--- src/hdl/hcsl_pkg.sv ---
`default_nettype none

package hcsl_pkg;

    localparam int LINE_COUNT_BITS = 16;
    localparam int SIZE_BITS       = 64;
    localparam int DIGIT_BITS      = 5;
    localparam int EXT_BITS        = 8;
    localparam int CONSUMED_BITS   = 16;
    localparam int MAX_DIGITS      = 16;

    localparam logic [7:0] CH_CR     = 8'h0D;
    localparam logic [7:0] CH_LF     = 8'h0A;
    localparam logic [7:0] CH_HT     = 8'h09;
    localparam logic [7:0] CH_SP     = 8'h20;
    localparam logic [7:0] CH_EQ     = 8'h3D;
    localparam logic [7:0] CH_DQUOTE = 8'h22;
    localparam logic [7:0] CH_BSLASH = 8'h5C;
    localparam logic [7:0] CH_SEMI   = 8'h3B;

    // register indexes on the config port (paddr[2])
    localparam logic REG_MAX_HEX_DIGITS = 1'b0;
    localparam logic REG_ALLOW_OBS_TEXT = 1'b1;

    typedef enum logic [3:0] {
        PH_FIRST        = 4'd0,
        PH_HEX          = 4'd1,
        PH_SIZE_WS      = 4'd2,
        PH_NAME         = 4'd3,
        PH_NAME_POST    = 4'd4,
        PH_VAL_PRE      = 4'd5,
        PH_VAL_TOKEN    = 4'd6,
        PH_VAL_POST     = 4'd7,
        PH_QUOTED       = 4'd8,
        PH_ESCAPE       = 4'd9,
        PH_QUOTE_CLOSED = 4'd10,
        PH_LF           = 4'd11
    } t_phase;

    typedef enum logic [1:0] {
        ST_MORE = 2'd0,
        ST_DONE = 2'd1,
        ST_BAD  = 2'd2
    } t_status;

    typedef struct packed {
        logic [DIGIT_BITS-1:0] max_hex_digits;
        logic                  allow_obs_text;
    } t_cfg;

    function automatic logic is_hex(input logic [7:0] b);
        return (b >= 8'h30 && b <= 8'h39) || (b >= 8'h41 && b <= 8'h46) ||
               (b >= 8'h61 && b <= 8'h66);
    endfunction

    function automatic logic [3:0] hex_val(input logic [7:0] b);
        logic [7:0] v;
        if (b <= 8'h39) begin
            v = b - 8'h30;
        end else if (b <= 8'h46) begin
            v = b - 8'h37;
        end else begin
            v = b - 8'h57;
        end
        return v[3:0];
    endfunction

    function automatic logic is_ws(input logic [7:0] b);
        return b == CH_SP || b == CH_HT;
    endfunction

    function automatic logic is_tchar(input logic [7:0] b);
        logic r;
        r = (b >= 8'h30 && b <= 8'h39) || (b >= 8'h41 && b <= 8'h5A) ||
            (b >= 8'h61 && b <= 8'h7A);
        case (b) inside
            8'h21, 8'h23, 8'h24, 8'h25, 8'h26, 8'h27, 8'h2A, 8'h2B, 8'h2D,
            8'h2E, 8'h5E, 8'h5F, 8'h60, 8'h7C, 8'h7E: r = 1'b1;
            default: ;
        endcase
        return r;
    endfunction

    function automatic logic is_qdtext(input logic [7:0] b, input logic obs);
        return b == CH_HT || b == CH_SP || b == 8'h21 ||
               (b >= 8'h23 && b <= 8'h5B) || (b >= 8'h5D && b <= 8'h7E) ||
               (b[7] && obs);
    endfunction

    function automatic logic is_escapable(input logic [7:0] b, input logic obs);
        return b == CH_HT || (b >= 8'h20 && b <= 8'h7E) || (b[7] && obs);
    endfunction

endpackage

`default_nettype wire

--- src/hdl/hcsl_cfg.sv ---
`default_nettype none

module hcsl_cfg (
    input  wire logic                 i_clk,
    input  wire logic                 i_rst_n,
    input  wire logic                 psel,
    input  wire logic                 penable,
    input  wire logic                 pwrite,
    input  wire logic [2:0]           paddr,
    input  wire logic [31:0]          pwdata,
    output logic      [31:0]          prdata,
    output logic                      pready,
    output hcsl_pkg::t_cfg            o_cfg
);

    hcsl_pkg::t_cfg r_cfg;
    logic           wr;

    assign pready = 1'b1;
    assign wr     = psel && penable && pwrite && pready;

    always_ff @(posedge i_clk) begin
        if (!i_rst_n) begin
            r_cfg.max_hex_digits <= hcsl_pkg::DIGIT_BITS'(hcsl_pkg::MAX_DIGITS);
            r_cfg.allow_obs_text <= 1'b0;
        end else if (wr) begin
            unique case (paddr[2])
                hcsl_pkg::REG_MAX_HEX_DIGITS:
                    r_cfg.max_hex_digits <= pwdata[hcsl_pkg::DIGIT_BITS-1:0];
                hcsl_pkg::REG_ALLOW_OBS_TEXT:
                    r_cfg.allow_obs_text <= pwdata[0];
                default: ;
            endcase
        end
    end

    always_comb begin
        unique case (paddr[2])
            hcsl_pkg::REG_MAX_HEX_DIGITS:
                prdata = 32'(r_cfg.max_hex_digits);
            hcsl_pkg::REG_ALLOW_OBS_TEXT:
                prdata = 32'(r_cfg.allow_obs_text);
            default: prdata = '0;
        endcase
    end

    assign o_cfg = r_cfg;

endmodule

`default_nettype wire

--- src/hdl/hcsl_core.sv ---
`default_nettype none

module hcsl_core (
    input  wire logic                                 i_clk,
    input  wire logic                                 i_rst_n,
    input  wire hcsl_pkg::t_cfg                       i_cfg,
    input  wire logic                                 i_in_valid,
    input  wire logic [7:0]                           i_in_byte,
    input  wire logic                                 i_out_ready,
    output logic                                      o_adv,
    output logic                                      o_out_valid,
    output logic [1:0]                                o_status,
    output logic [hcsl_pkg::SIZE_BITS-1:0]            o_chunk_size,
    output logic [hcsl_pkg::CONSUMED_BITS-1:0]        o_consumed,
    output logic [hcsl_pkg::EXT_BITS-1:0]             o_ext_count
);

    // line state
    hcsl_pkg::t_phase                       r_phase, n_phase;
    logic [hcsl_pkg::SIZE_BITS-1:0]         r_size, n_size;
    logic [hcsl_pkg::DIGIT_BITS-1:0]        r_digits, n_digits;
    logic [hcsl_pkg::LINE_COUNT_BITS-1:0]   r_len, n_len;
    logic [hcsl_pkg::EXT_BITS-1:0]          r_ext, n_ext;
    logic                                   r_named, n_named;

    // result register
    logic                                   r_out_valid;
    hcsl_pkg::t_status                      r_status;
    logic [hcsl_pkg::SIZE_BITS-1:0]         r_res_size;
    logic [hcsl_pkg::CONSUMED_BITS-1:0]     r_res_cons;
    logic [hcsl_pkg::EXT_BITS-1:0]          r_res_ext;

    hcsl_pkg::t_status                      st;
    logic [hcsl_pkg::DIGIT_BITS-1:0]        limit;
    logic [hcsl_pkg::LINE_COUNT_BITS-1:0]   len_inc;
    logic [hcsl_pkg::EXT_BITS-1:0]          ext_inc;
    logic [7:0]                             b;
    logic                                   obs;

    assign o_adv   = i_in_valid && (!r_out_valid || i_out_ready);
    assign b       = i_in_byte;
    assign obs     = i_cfg.allow_obs_text;
    assign len_inc = r_len + 1'b1;
    assign ext_inc = (&r_ext) ? r_ext : r_ext + 1'b1;

    always_comb begin
        if (i_cfg.max_hex_digits == '0) begin
            limit = hcsl_pkg::DIGIT_BITS'(1);
        end else if (i_cfg.max_hex_digits > hcsl_pkg::DIGIT_BITS'(hcsl_pkg::MAX_DIGITS)) begin
            limit = hcsl_pkg::DIGIT_BITS'(hcsl_pkg::MAX_DIGITS);
        end else begin
            limit = i_cfg.max_hex_digits;
        end
    end

    // per-byte grammar step
    always_comb begin
        st       = hcsl_pkg::ST_MORE;
        n_phase  = r_phase;
        n_size   = r_size;
        n_digits = r_digits;
        n_ext    = r_ext;
        n_named  = r_named;
        if (&r_len) begin
            st = hcsl_pkg::ST_BAD;   // line longer than the byte counter
        end else begin
            unique case (r_phase) inside
                hcsl_pkg::PH_FIRST: begin
                    if (hcsl_pkg::is_hex(b)) begin
                        n_size   = hcsl_pkg::SIZE_BITS'(hcsl_pkg::hex_val(b));
                        n_digits = hcsl_pkg::DIGIT_BITS'(1);
                        n_phase  = hcsl_pkg::PH_HEX;
                    end else begin
                        st = hcsl_pkg::ST_BAD;
                    end
                end
                hcsl_pkg::PH_HEX: begin
                    if (hcsl_pkg::is_hex(b)) begin
                        if (r_digits >= limit) begin
                            st = hcsl_pkg::ST_BAD;
                        end else begin
                            n_size   = {r_size[hcsl_pkg::SIZE_BITS-5:0], hcsl_pkg::hex_val(b)};
                            n_digits = r_digits + 1'b1;
                        end
                    end else if (b == hcsl_pkg::CH_CR) begin
                        n_phase = hcsl_pkg::PH_LF;
                    end else if (hcsl_pkg::is_ws(b)) begin
                        n_phase = hcsl_pkg::PH_SIZE_WS;
                    end else if (b == hcsl_pkg::CH_SEMI) begin
                        n_phase = hcsl_pkg::PH_NAME;
                        n_named = 1'b0;
                    end else begin
                        st = hcsl_pkg::ST_BAD;
                    end
                end
                hcsl_pkg::PH_SIZE_WS: begin
                    if (b == hcsl_pkg::CH_SEMI) begin
                        n_phase = hcsl_pkg::PH_NAME;
                        n_named = 1'b0;
                    end else if (!hcsl_pkg::is_ws(b)) begin
                        st = hcsl_pkg::ST_BAD;
                    end
                end
                hcsl_pkg::PH_NAME: begin
                    if (hcsl_pkg::is_tchar(b)) begin
                        n_named = 1'b1;
                    end else if (hcsl_pkg::is_ws(b)) begin
                        if (r_named) begin
                            n_phase = hcsl_pkg::PH_NAME_POST;
                        end
                    end else if (b == hcsl_pkg::CH_CR) begin
                        if (!r_named) begin
                            st = hcsl_pkg::ST_BAD;
                        end else begin
                            n_ext   = ext_inc;
                            n_phase = hcsl_pkg::PH_LF;
                        end
                    end else if (b == hcsl_pkg::CH_SEMI) begin
                        n_ext   = ext_inc;
                        n_phase = hcsl_pkg::PH_NAME;
                        n_named = 1'b0;
                    end else if (b == hcsl_pkg::CH_EQ) begin
                        n_ext   = ext_inc;
                        n_phase = hcsl_pkg::PH_VAL_PRE;
                    end else begin
                        st = hcsl_pkg::ST_BAD;
                    end
                end
                hcsl_pkg::PH_NAME_POST: begin
                    if (b == hcsl_pkg::CH_SEMI) begin
                        n_ext   = ext_inc;
                        n_phase = hcsl_pkg::PH_NAME;
                        n_named = 1'b0;
                    end else if (b == hcsl_pkg::CH_EQ) begin
                        n_ext   = ext_inc;
                        n_phase = hcsl_pkg::PH_VAL_PRE;
                    end else if (!hcsl_pkg::is_ws(b)) begin
                        st = hcsl_pkg::ST_BAD;
                    end
                end
                hcsl_pkg::PH_VAL_PRE: begin
                    if (hcsl_pkg::is_ws(b)) begin
                        n_phase = hcsl_pkg::PH_VAL_PRE;
                    end else if (b == hcsl_pkg::CH_DQUOTE) begin
                        n_phase = hcsl_pkg::PH_QUOTED;
                    end else if (hcsl_pkg::is_tchar(b)) begin
                        n_phase = hcsl_pkg::PH_VAL_TOKEN;
                    end else if (b == hcsl_pkg::CH_CR) begin
                        n_phase = hcsl_pkg::PH_LF;
                    end else if (b == hcsl_pkg::CH_SEMI) begin
                        n_phase = hcsl_pkg::PH_NAME;
                        n_named = 1'b0;
                    end else begin
                        st = hcsl_pkg::ST_BAD;
                    end
                end
                hcsl_pkg::PH_VAL_TOKEN, hcsl_pkg::PH_QUOTE_CLOSED,
                hcsl_pkg::PH_VAL_POST: begin
                    // value token, closed quote and blanks share exits; blanks refuse CR
                    if (r_phase == hcsl_pkg::PH_VAL_TOKEN && hcsl_pkg::is_tchar(b)) begin
                        n_phase = hcsl_pkg::PH_VAL_TOKEN;
                    end else if (r_phase != hcsl_pkg::PH_VAL_POST &&
                                 b == hcsl_pkg::CH_CR) begin
                        n_phase = hcsl_pkg::PH_LF;
                    end else if (hcsl_pkg::is_ws(b)) begin
                        n_phase = hcsl_pkg::PH_VAL_POST;
                    end else if (b == hcsl_pkg::CH_SEMI) begin
                        n_phase = hcsl_pkg::PH_NAME;
                        n_named = 1'b0;
                    end else begin
                        st = hcsl_pkg::ST_BAD;
                    end
                end
                hcsl_pkg::PH_QUOTED: begin
                    if (b == hcsl_pkg::CH_DQUOTE) begin
                        n_phase = hcsl_pkg::PH_QUOTE_CLOSED;
                    end else if (b == hcsl_pkg::CH_BSLASH) begin
                        n_phase = hcsl_pkg::PH_ESCAPE;
                    end else if (!hcsl_pkg::is_qdtext(b, obs)) begin
                        st = hcsl_pkg::ST_BAD;
                    end
                end
                hcsl_pkg::PH_ESCAPE: begin
                    if (hcsl_pkg::is_escapable(b, obs)) begin
                        n_phase = hcsl_pkg::PH_QUOTED;
                    end else begin
                        st = hcsl_pkg::ST_BAD;
                    end
                end
                hcsl_pkg::PH_LF: begin
                    st = (b == hcsl_pkg::CH_LF) ? hcsl_pkg::ST_DONE : hcsl_pkg::ST_BAD;
                end
                default: st = hcsl_pkg::ST_BAD;
            endcase
        end
        n_len = len_inc;
        if (st != hcsl_pkg::ST_MORE) begin
            n_phase  = hcsl_pkg::PH_FIRST;
            n_size   = '0;
            n_digits = '0;
            n_len    = '0;
            n_ext    = '0;
            n_named  = 1'b0;
        end
    end

    always_ff @(posedge i_clk) begin
        if (!i_rst_n) begin
            r_phase  <= hcsl_pkg::PH_FIRST;
            r_size   <= '0;
            r_digits <= '0;
            r_len    <= '0;
            r_ext    <= '0;
            r_named  <= 1'b0;
        end else if (o_adv) begin
            r_phase  <= n_phase;
            r_size   <= n_size;
            r_digits <= n_digits;
            r_len    <= n_len;
            r_ext    <= n_ext;
            r_named  <= n_named;
        end
    end

    always_ff @(posedge i_clk) begin
        if (!i_rst_n) begin
            r_out_valid <= 1'b0;
        end else if (o_adv) begin
            r_out_valid <= 1'b1;
        end else if (i_out_ready) begin
            r_out_valid <= 1'b0;
        end
    end

    always_ff @(posedge i_clk) begin
        if (o_adv) begin
            r_status <= st;
            if (st == hcsl_pkg::ST_DONE) begin
                r_res_size <= r_size;
                r_res_cons <= hcsl_pkg::CONSUMED_BITS'(len_inc);
                r_res_ext  <= r_ext;
            end else begin
                r_res_size <= '0;
                r_res_cons <= '0;
                r_res_ext  <= '0;
            end
        end
    end

    assign o_out_valid  = r_out_valid;
    assign o_status     = r_status;
    assign o_chunk_size = r_res_size;
    assign o_consumed   = r_res_cons;
    assign o_ext_count  = r_res_ext;

`ifndef ASSERT_OFF
    a_clear_after_end: assert property (@(posedge i_clk) disable iff (!i_rst_n)
        o_adv && st != hcsl_pkg::ST_MORE |=> r_phase == hcsl_pkg::PH_FIRST && r_len == '0)
        else $error("line state not cleared after a final byte");
    a_digits_bound: assert property (@(posedge i_clk) disable iff (!i_rst_n)
        r_digits <= hcsl_pkg::DIGIT_BITS'(hcsl_pkg::MAX_DIGITS))
        else $error("digit count beyond the widest size");
    a_hex_has_digit: assert property (@(posedge i_clk) disable iff (!i_rst_n)
        r_phase == hcsl_pkg::PH_HEX |-> r_digits != '0)
        else $error("size phase without a digit");
    a_zero_unless_done: assert property (@(posedge i_clk) disable iff (!i_rst_n)
        r_out_valid && r_status != hcsl_pkg::ST_DONE |->
            r_res_size == '0 && r_res_cons == '0 && r_res_ext == '0)
        else $error("result fields set on an incomplete line");
    a_done_consumed: assert property (@(posedge i_clk) disable iff (!i_rst_n)
        r_out_valid && r_status == hcsl_pkg::ST_DONE |-> r_res_cons >= 16'd3)
        else $error("complete line shorter than digit plus CRLF");
`endif

endmodule

`default_nettype wire

--- src/hdl/http_chunk_size_line_parser.sv ---
`default_nettype none

// HTTP chunk-size line parser.
// Input stream (s_axis): one raw byte of a "size [ext] CRLF" line per transaction.
// Output stream (m_axis): one result per input byte. tuser carries the status
// (need more, line complete, invalid); on a complete line tdata carries the
// hex size, the byte count including CRLF and the extension count, else zeros.
// After a complete or invalid result the next byte starts a new line.
// Config (APB): max_hex_digits at 0x0, allow_obs_text at 0x4, pready tied high;
// write only while the stream is idle.
// Throughput: one byte per cycle while m_axis_tready is high. Each byte's grammar
// step is a single state update between the input register and the result register.
// Pipeline: 2 register stages, the input register and then the result register.
// Stall: while m_axis_tready is low the result holds and one more byte can be
// parked in the input register; s_axis_tready then drops.
// Reset (i_rst_n, synchronous): empties both registers, restores the config
// reset values (16 digits, no obs-text) and starts a fresh line.
module http_chunk_size_line_parser (
    input  wire logic        i_clk,
    input  wire logic        i_rst_n,
    input  wire logic        s_axis_tvalid,
    output logic             s_axis_tready,
    input  wire logic [7:0]  s_axis_tdata,   // [7:0] data_byte
    output logic             m_axis_tvalid,
    input  wire logic        m_axis_tready,
    output logic [87:0]      m_axis_tdata,   // [63:0] chunk_size, [79:64] consumed,
                                             // [87:80] ext_count
    output logic [1:0]       m_axis_tuser,   // [1:0] status
    input  wire logic        psel,
    input  wire logic        penable,
    input  wire logic        pwrite,
    input  wire logic [2:0]  paddr,
    input  wire logic [31:0] pwdata,
    output logic [31:0]      prdata,
    output logic             pready
);

    hcsl_pkg::t_cfg                             cfg;
    logic                                       r_in_valid;
    logic [7:0]                                 r_in_byte;
    logic                                       adv;
    logic [hcsl_pkg::SIZE_BITS-1:0]             chunk_size;
    logic [hcsl_pkg::CONSUMED_BITS-1:0]         consumed;
    logic [hcsl_pkg::EXT_BITS-1:0]              ext_count;

    hcsl_cfg u_cfg (
        .i_clk   (i_clk),
        .i_rst_n (i_rst_n),
        .psel    (psel),
        .penable (penable),
        .pwrite  (pwrite),
        .paddr   (paddr),
        .pwdata  (pwdata),
        .prdata  (prdata),
        .pready  (pready),
        .o_cfg   (cfg)
    );

    // input register: refills in the same cycle the core takes its byte
    assign s_axis_tready = !r_in_valid || adv;

    always_ff @(posedge i_clk) begin
        if (!i_rst_n) begin
            r_in_valid <= 1'b0;
        end else if (s_axis_tready) begin
            r_in_valid <= s_axis_tvalid;
        end
    end

    always_ff @(posedge i_clk) begin
        if (s_axis_tvalid && s_axis_tready) begin
            r_in_byte <= s_axis_tdata;
        end
    end

    hcsl_core u_core (
        .i_clk        (i_clk),
        .i_rst_n      (i_rst_n),
        .i_cfg        (cfg),
        .i_in_valid   (r_in_valid),
        .i_in_byte    (r_in_byte),
        .i_out_ready  (m_axis_tready),
        .o_adv        (adv),
        .o_out_valid  (m_axis_tvalid),
        .o_status     (m_axis_tuser),
        .o_chunk_size (chunk_size),
        .o_consumed   (consumed),
        .o_ext_count  (ext_count)
    );

    assign m_axis_tdata = {ext_count, consumed, chunk_size};

`ifndef ASSERT_OFF
    a_ready_when_empty: assert property (@(posedge i_clk) disable iff (!i_rst_n)
        !r_in_valid |-> s_axis_tready)
        else $error("input stage empty but not ready");
    a_adv_needs_space: assert property (@(posedge i_clk) disable iff (!i_rst_n)
        adv |-> r_in_valid && (!m_axis_tvalid || m_axis_tready))
        else $error("byte consumed without room for its result");
    a_result_follows: assert property (@(posedge i_clk) disable iff (!i_rst_n)
        adv |=> m_axis_tvalid)
        else $error("consumed byte produced no result");
`endif

endmodule

`default_nettype wire
--- config.mk ---
export PLATFORM = sky130hd
export DESIGN_NAME = http_chunk_size_line_parser
export DESIGN_NICKNAME = d
export VERILOG_FILES = /design/src/hdl/hcsl_pkg.sv /design/src/hdl/hcsl_cfg.sv /design/src/hdl/hcsl_core.sv /design/src/hdl/http_chunk_size_line_parser.sv
export SDC_FILE = /design/constraint.sdc
export NUM_CORES = 1
export LEC_CHECK = 0
export ABC_AREA = 0
export BUFFER_PORTS_ARGS = -buffer_cell sky130_fd_sc_hd__buf_2
export CAP_MARGIN = 40
export CORE_UTILIZATION = 51
export CTS_CLUSTER_DIAMETER = 120
export DETAILED_ROUTE_END_ITERATION = 7
export PLACE_DENSITY = 0.8
export SYNTH_ARGS = -nofsm -noshare
export SYNTH_HDL_FRONTEND = slang
export SYNTH_HIERARCHICAL = 1
export SYNTH_SLANG_ARGS = --single-unit
--- constraint.sdc ---
create_clock -name i_clk -period 6.7 [get_ports i_clk]
set_clock_uncertainty 0.2 [all_clocks]
set_input_delay 1.675 -clock i_clk [delete_from_list [all_inputs] [get_ports i_clk]]
set_output_delay 1.675 -clock i_clk [all_outputs]
set_load 0.05 [all_outputs]
==> results of run 1 <==
==> how the worst min path moves through the flow <==
stage / endpoint / slack [ps] / cells after the start
after floorplan: u_cfg/o_cfg[1] / 250 / 2
after global placement: u_cfg/o_cfg[1] / 260 / 2
after detailed placement: u_core/r_size[38] / 280 / 2
after CTS: u_core/r_size[41] / 280 / 2
after global routing: u_core/r_size[55] / 300 / 2
final: u_cfg/o_cfg[1] / 280 / 2
==> layout by cell type, fill, tap and decap left out, types with 4 or more instances in the layout <==
cell type and count:
nand4_1 11, or4_1 4, mux2i_1 9, clkinv_2 4, a21o_1 6, edfxtp_1 98, xnor2_1 7, nand3_1 95
nand2b_1 7, xor2_1 8, conb_1 28, o21a_1 4, o21ai_0 74, buf_2 117, a31oi_1 10, ha_1 13
o31ai_1 5, and2_1 74, a211oi_1 66, nand3b_1 8, a21oi_1 40, dfxtp_1 106, buf_4 13, o21ai_1 7
nor2b_1 9, nor3_1 12, inv_1 17, and3_1 4, nand2_1 77, clkbuf_16 21, o22ai_1 24, and2b_2 4
or3_1 16, a311oi_1 5, clkinv_1 7, nor2_1 55
==> registers in the layout (all words and copies together) (netlist names) <==
register	count
u_core/r_digits	5
u_core/r_phase	4
u_core/o_chunk_size	64
u_core/r_named	1
u_core/r_len	16
u_core/o_out_valid	1
u_core/o_consumed	16
u_core/r_ext	8
r_in_byte	8
u_cfg/o_cfg	6
u_core/o_ext_count	8
r_in_valid	1
u_core/r_size	64
u_core/o_status	2
==> layer usage <==
metal  vias up  GRT usage
li1       4029          -
met1      4038      0.326
met2       304      0.357
met3        42     0.0353
met4         0     0.0773
met5         -          0
==> power groups by stage <==
stage          sequential, µW  combinational (µW)  clock, µW
6_report                 1360                 341       1120
5_1_grt                  1370                 361       1180
4_1_cts                  1360                 340       1140
3_5_place_dp             1390                 339          0
3_3_place_gp             1390                 332          0
2_1_floorplan            1500                 171          0
==> logic make-up (layout without fill, tap and decap cells) <==
logic type / count (synthesis) / after routing / share of synthesized area
xor gates and xnor gates: 15 / 15 / 0.0128
buffers and inverters: 135 / 190 / 0.0656
AOI/OAI and AO/OA: 284 / 284 / 0.182
adders and majority gates: 13 / 13 / 0.0159
muxes: 10 / 10 / 0.00989
other: 2 / 28 / 0.000733
and+or+nand+nor: 409 / 409 / 0.219
DFF: 204 / 204 / 0.494
==> tightest hold or removal path, stage by stage (launching register included) <==
cell and delay [ps]:
dfxtp_1 320, nand2_1 60, mux2i_1 60
==> final cells by class <==
type	count	share of cell area
multi-input cells	759	0.402
repair buffers	132	0.0642
flip-flops and latches	204	0.441
well taps	265	0.0288
clock buffers	24	0.0467
clock inverters	14	0.0103
inverters	20	0.00697
==> per-stage QoR <==
step           worst slack, ps  utilization  area [µm²]  hold slack, ps
3_5_place_dp              1780        0.553       10800             277
4_1_cts                   1770        0.587       11500             285
6_report                  1790        0.587       11500             282
5_1_grt                   1680        0.587       11500             299
2_1_floorplan             1050            -       10300             246
3_3_place_gp              1780        0.550       10800             265
==> flow_metrics.env, run 1 <==
export IMPL_drtAntennaViolNets=0
export IMPL_relSlewSlack=0.502
export IMPL_period_needed_ps=4910
export IMPL_yosys_top_cells_count="106 x dfxtp_1, 98 x edfxtp_1, 95 x nand3_1, 78 x nand2_1"
export IMPL_critPathCapture="s_axis_tready"
export IMPL_r2r_cells=11
export IMPL_synth_avg_cell_area_um2=9.56
export IMPL_die_h_um=144
export IMPL_hold_path_class="reg -> reg"
export IMPL_clockPowerShare=0.396
export IMPL_port_buffers=117
export IMPL_root_buffer="clkbuf_16"
export IMPL_ys_ff_latch=204
export IMPL_cts_buffer_depth=3
export IMPL_powerDensity_nw_per_um2=246
export IMPL_cp_common_cell="buf_2"
export IMPL_nFillCells=1662
export IMPL_path_max_fanout=76
export IMPL_crit_start="m_axis_tready"
export IMPL_worstSetupPathDepth=6
export IMPL_slowest_stage="inv_6"
export IMPL_setup_tns_final_ps=0
export IMPL_hpwl_um=15200
export IMPL_synth_edf_count=98
export IMPL_post_cts_buffers=0
export IMPL_rows=51
export IMPL_rr_startpoint="u_core/r_len[0]"
export IMPL_leakagePower_uw=0.00394
export IMPL_rsz0062_at_grt="false"
export IMPL_synth_area_leaders="edfxtp_1 29%, dfxtp_1 21%, a211oi_1 4.8%, nand3_1 4.6%, and2_1 4.5%"
export IMPL_ys_types=89
export IMPL_synth_largest_area_cell="edfxtp_1"
export IMPL_area_growth_syn_to_layout_pct=12.1
export IMPL_cts_sinks=204
export IMPL_critPathBufInv=3
export IMPL_place_inst=1380
export IMPL_end_kind="output port"
export IMPL_gp_congestion=0.940
export IMPL_mappedNetlistArea_um2=10200
export IMPL_ios=175
export IMPL_critical_path_max_stage_delay_ps=470
export IMPL_antenna_cells=0
export IMPL_grt_use_total=0.230
export IMPL_worstMarginPinSlew_ps=747
export IMPL_drive_above_1_share=0.167
export IMPL_min_from="u_cfg/o_cfg[1]"
export IMPL_drtIter0Drc=950
export IMPL_switching_share=0.271
export IMPL_dieWidth_um=144
export IMPL_path_class="in -> out"
export IMPL_via_count=8413
export IMPL_worstPathCellList="buf_2 > nand2b_1 > nand2_2 > inv_6 > nand2b_4 > buf_2"
export IMPL_drt_total_wl_um=24000
export IMPL_yosysMostFrequentCell="dfxtp_1"
export IMPL_first_pass_iters=6
export IMPL_wl_per_cell_um=16.9
export IMPL_dr_max_layer_used="met4"
export IMPL_num_nets_final=1201
export IMPL_regArea_um2=5060
export IMPL_yosysWarnings=6
export IMPL_cts_clk_slew_worst_paths_ps=60
export IMPL_intPower_uw=2060
export IMPL_synth_async_sr_flop_share=0
export IMPL_grt_ovfl_total=0
export IMPL_crit_arrival_ps=3040
export IMPL_synth_top_area_frac=0.287
export IMPL_viasPerCell=5.93
export IMPL_ctsHoldBuffers=0
export IMPL_fp_coreArea_um2=19600
export IMPL_maxSlewViolCount=0
export IMPL_multi_input_comb_area_um2=4620
export IMPL_reg2reg_to="u_core/r_size[25]"
export IMPL_power_total_uw=2820
export IMPL_cap_violations=0
export IMPL_fin_cells=1418
export IMPL_p_comb_frac=0.121
export IMPL_dieArea_um2=20700
export IMPL_drt_met1_wl_um=11000
export IMPL_synthFlopType="dfxtp_1"
export IMPL_cts_repair_resize_count=0
export IMPL_startpoint_type="input pin"
export IMPL_h_tree_depth=1
export IMPL_critPathTopFamily="buffers and inverters"
export IMPL_hold_violations=0
export IMPL_drc=0
export IMPL_grt_max_degree=77
export IMPL_wl_met3_um=1490
export IMPL_peakVddDrop_v=0.000192
export IMPL_grt_pass1_wl_um=38400
export IMPL_final_setup_viol_count=0
export IMPL_start_util=0.523
export IMPL_p_switching_uw=765
export IMPL_grt_pass1_vias=7469
export IMPL_yosysSeqAreaShare=0.494
export IMPL_wl_met2_um=10900
export IMPL_cts_tree="built"
export IMPL_timing_fmax_ghz=0.204
export IMPL_reg2reg_slack_ps=2210
export IMPL_required_ps=4830
export IMPL_cts_buffers=21
export IMPL_syn_inst=1072
export IMPL_finalCritPeriodShare=0.733
export IMPL_antenna_found_initial=0
export IMPL_power_frac_seq=0.483
export IMPL_worstSkewPairLatency_ps=490
export IMPL_outcome="completed"
Note: power is estimated with default switching activity, not from simulation.
==> run 2: changes to the inputs <==
==> constraint.sdc (replaced) <==
create_clock -name i_clk -period 4 [get_ports i_clk]
set_clock_uncertainty 0.2 [all_clocks]
set_input_delay 1 -clock i_clk [delete_from_list [all_inputs] [get_ports i_clk]]
set_output_delay 1 -clock i_clk [all_outputs]
set_load 0.05 [all_outputs]
==> flow_metrics.env, run 2 (synthesis results as in run 1) <==
export IMPL_hpwl_um=15600
export IMPL_drtIter0Drc=860
export IMPL_antenna_found_initial=0
export IMPL_crit_arrival_ps=3940
export IMPL_ios=175
export IMPL_die_h_um=144
export IMPL_rows=51
export IMPL_num_nets_final=1226
export IMPL_start_util=0.523
export IMPL_wl_per_cell_um=16.9
export IMPL_final_common_cell="buf_2"
export IMPL_root_buffer="clkbuf_16"
export IMPL_relSlewSlack=0.382
export IMPL_rsz0062_at_grt="false"
export IMPL_finalCritPeriodShare=0.946
export IMPL_powerDensity_nw_per_um2=396
export IMPL_rr_startpoint="r_in_byte[0]"
export IMPL_path_max_fanout=29
export IMPL_grt_use_total=0.235
export IMPL_port_buffers=117
export IMPL_worstPathCellList="inv_1 > ha_1 > buf_4 > o211ai_1 > o22ai_1 > a2111oi_2 > and4_1 > a31oi_4 > and3_1 > a21oi_4 > buf_12 > a211oi_1"
export IMPL_cts_clk_slew_worst_paths_ps=60
export IMPL_hold_violations=0
export IMPL_outcome="completed"
export IMPL_ctsHoldBuffers=0
export IMPL_area_growth_syn_to_layout_pct=13.8
export IMPL_fin_cells=1442
export IMPL_critical_path_max_stage_delay_ps=540
export IMPL_dieWidth_um=144
export IMPL_cap_violations=0
export IMPL_cts_buffers=21
export IMPL_maxSlewViolCount=0
export IMPL_place_inst=1405
export IMPL_timing_fmax_ghz=0.264
export IMPL_antenna_cells=0
export IMPL_drc=0
export IMPL_min_from="u_core/r_size[36]"
export IMPL_via_count=8530
export IMPL_required_ps=4160
export IMPL_peakVddDrop_v=0.000299
export IMPL_dieArea_um2=20700
export IMPL_grt_pass1_vias=7489
export IMPL_drt_total_wl_um=24400
export IMPL_cts_buffer_depth=3
export IMPL_grt_ovfl_total=0
export IMPL_worstSkewPairLatency_ps=500
export IMPL_viasPerCell=5.92
export IMPL_worstMarginPinSlew_ps=927
export IMPL_fp_coreArea_um2=19600
export IMPL_nFillCells=1659
export IMPL_leakagePower_uw=0.00405
export IMPL_cts_sinks=204
export IMPL_path_class="reg -> reg"
export IMPL_cts_tree="built"
export IMPL_place_area_um2=11100
export IMPL_startpoint_type="flop"
export IMPL_period_needed_ps=3780
export IMPL_drtAntennaViolNets=0
export IMPL_setup_tns_final_ps=0
export IMPL_grt_pass1_wl_um=39000
export IMPL_gp_congestion=0.951
export IMPL_h_tree_depth=1
export IMPL_end_kind="flop"
export IMPL_drive_above_1_share=0.184
export IMPL_first_pass_iters=6
export IMPL_slowest_stage="edfxtp_1"
export IMPL_final_setup_viol_count=0
export IMPL_hold_path_class="reg -> reg"
export IMPL_grt_max_degree=157
export IMPL_final_cell_mix="117 x buf_2, 106 x dfxtp_1, 98 x edfxtp_1, 95 x nand3_1, 77 x nand2_1"
export IMPL_final_area_um2=11700
export IMPL_crit_start="r_in_byte[0]"
[run 2: changes by cell type in the layout (fill, tap and decap cells not counted), sizes merged]
| cell | previous run | this run |
|---|---|---|
| buf | 132 | 157 |
| clkbuf | 24 | 27 |
| bufinv | 2 | 0 |
| clkinv | 11 | 9 |
| clkinvlp | 1 | 0 |
| inv | 20 | 21 |
[run 2: layout make-up]
cell class | instances | area (µm²) | area share
clock buffer | 27 | 548 | 0.0470
inverter | 20 | 80.1 | 0.00686
tap | 265 | 332 | 0.0284
sequential | 204 | 5060 | 0.434
timing repair buffer | 157 | 961 | 0.0824
multi-input combinational | 759 | 4630 | 0.397
clock inverter | 10 | 51.3 | 0.00440
[run 2: critical path, delay by kind of cell, from the launching register on]
family / cells / cell delay, ps
buffers and inverters: 3 / 640
AOI/OAI and AO/OA: 6 / 1230
and+or+nand+nor: 2 / 690
adders and majority gates: 1 / 330
DFF: 1 / 540
[run 2: per-layer routing]
layer	vias up	GRT usage	part of all wire
met5	-	0	0
met4	0	0.0890	0.029
met3	43	0.0337	0.062
met2	352	0.353	0.45
met1	4051	0.339	0.46
li1	4084	-	-
[run 2: where the power goes]
group          total (µW)  switching [µW]  internal (µW)
Clock                1750             778            969
Sequential           2280            26.6           2250
Combinational         600             481            119
Total                4620            1290           3340
[run 2: through the flow]
| stage | hold WS, ps | power, µW | worst slack (ps) | utilization |
|---|---|---|---|---|
| after global placement | 265 | 2910 | 300 | 0.565 |
| after detailed placement | 270 | 2920 | 273 | 0.565 |
| after CTS | 271 | 4650 | 267 | 0.595 |
| after global routing | 290 | 4780 | 41.9 | 0.596 |
| final | 272 | 4620 | 217 | 0.596 |
| after floorplan | 246 | 2790 | 280 | - |
[run 2: repair_timing]
item / CTS / global route
gates resized for setup: 0 / 1
buffers inserted: 0 / 0
endpoints found under the setup margin: 0 / 9
[run 2: final timing paths]
kind,slack (ps),to,depth (start not counted)
max,220,u_core/r_size[34],12
min,270,u_core/r_size[40],2
max reg2reg,220,u_core/r_size[34],12
min reg2reg,270,u_core/r_size[40],2
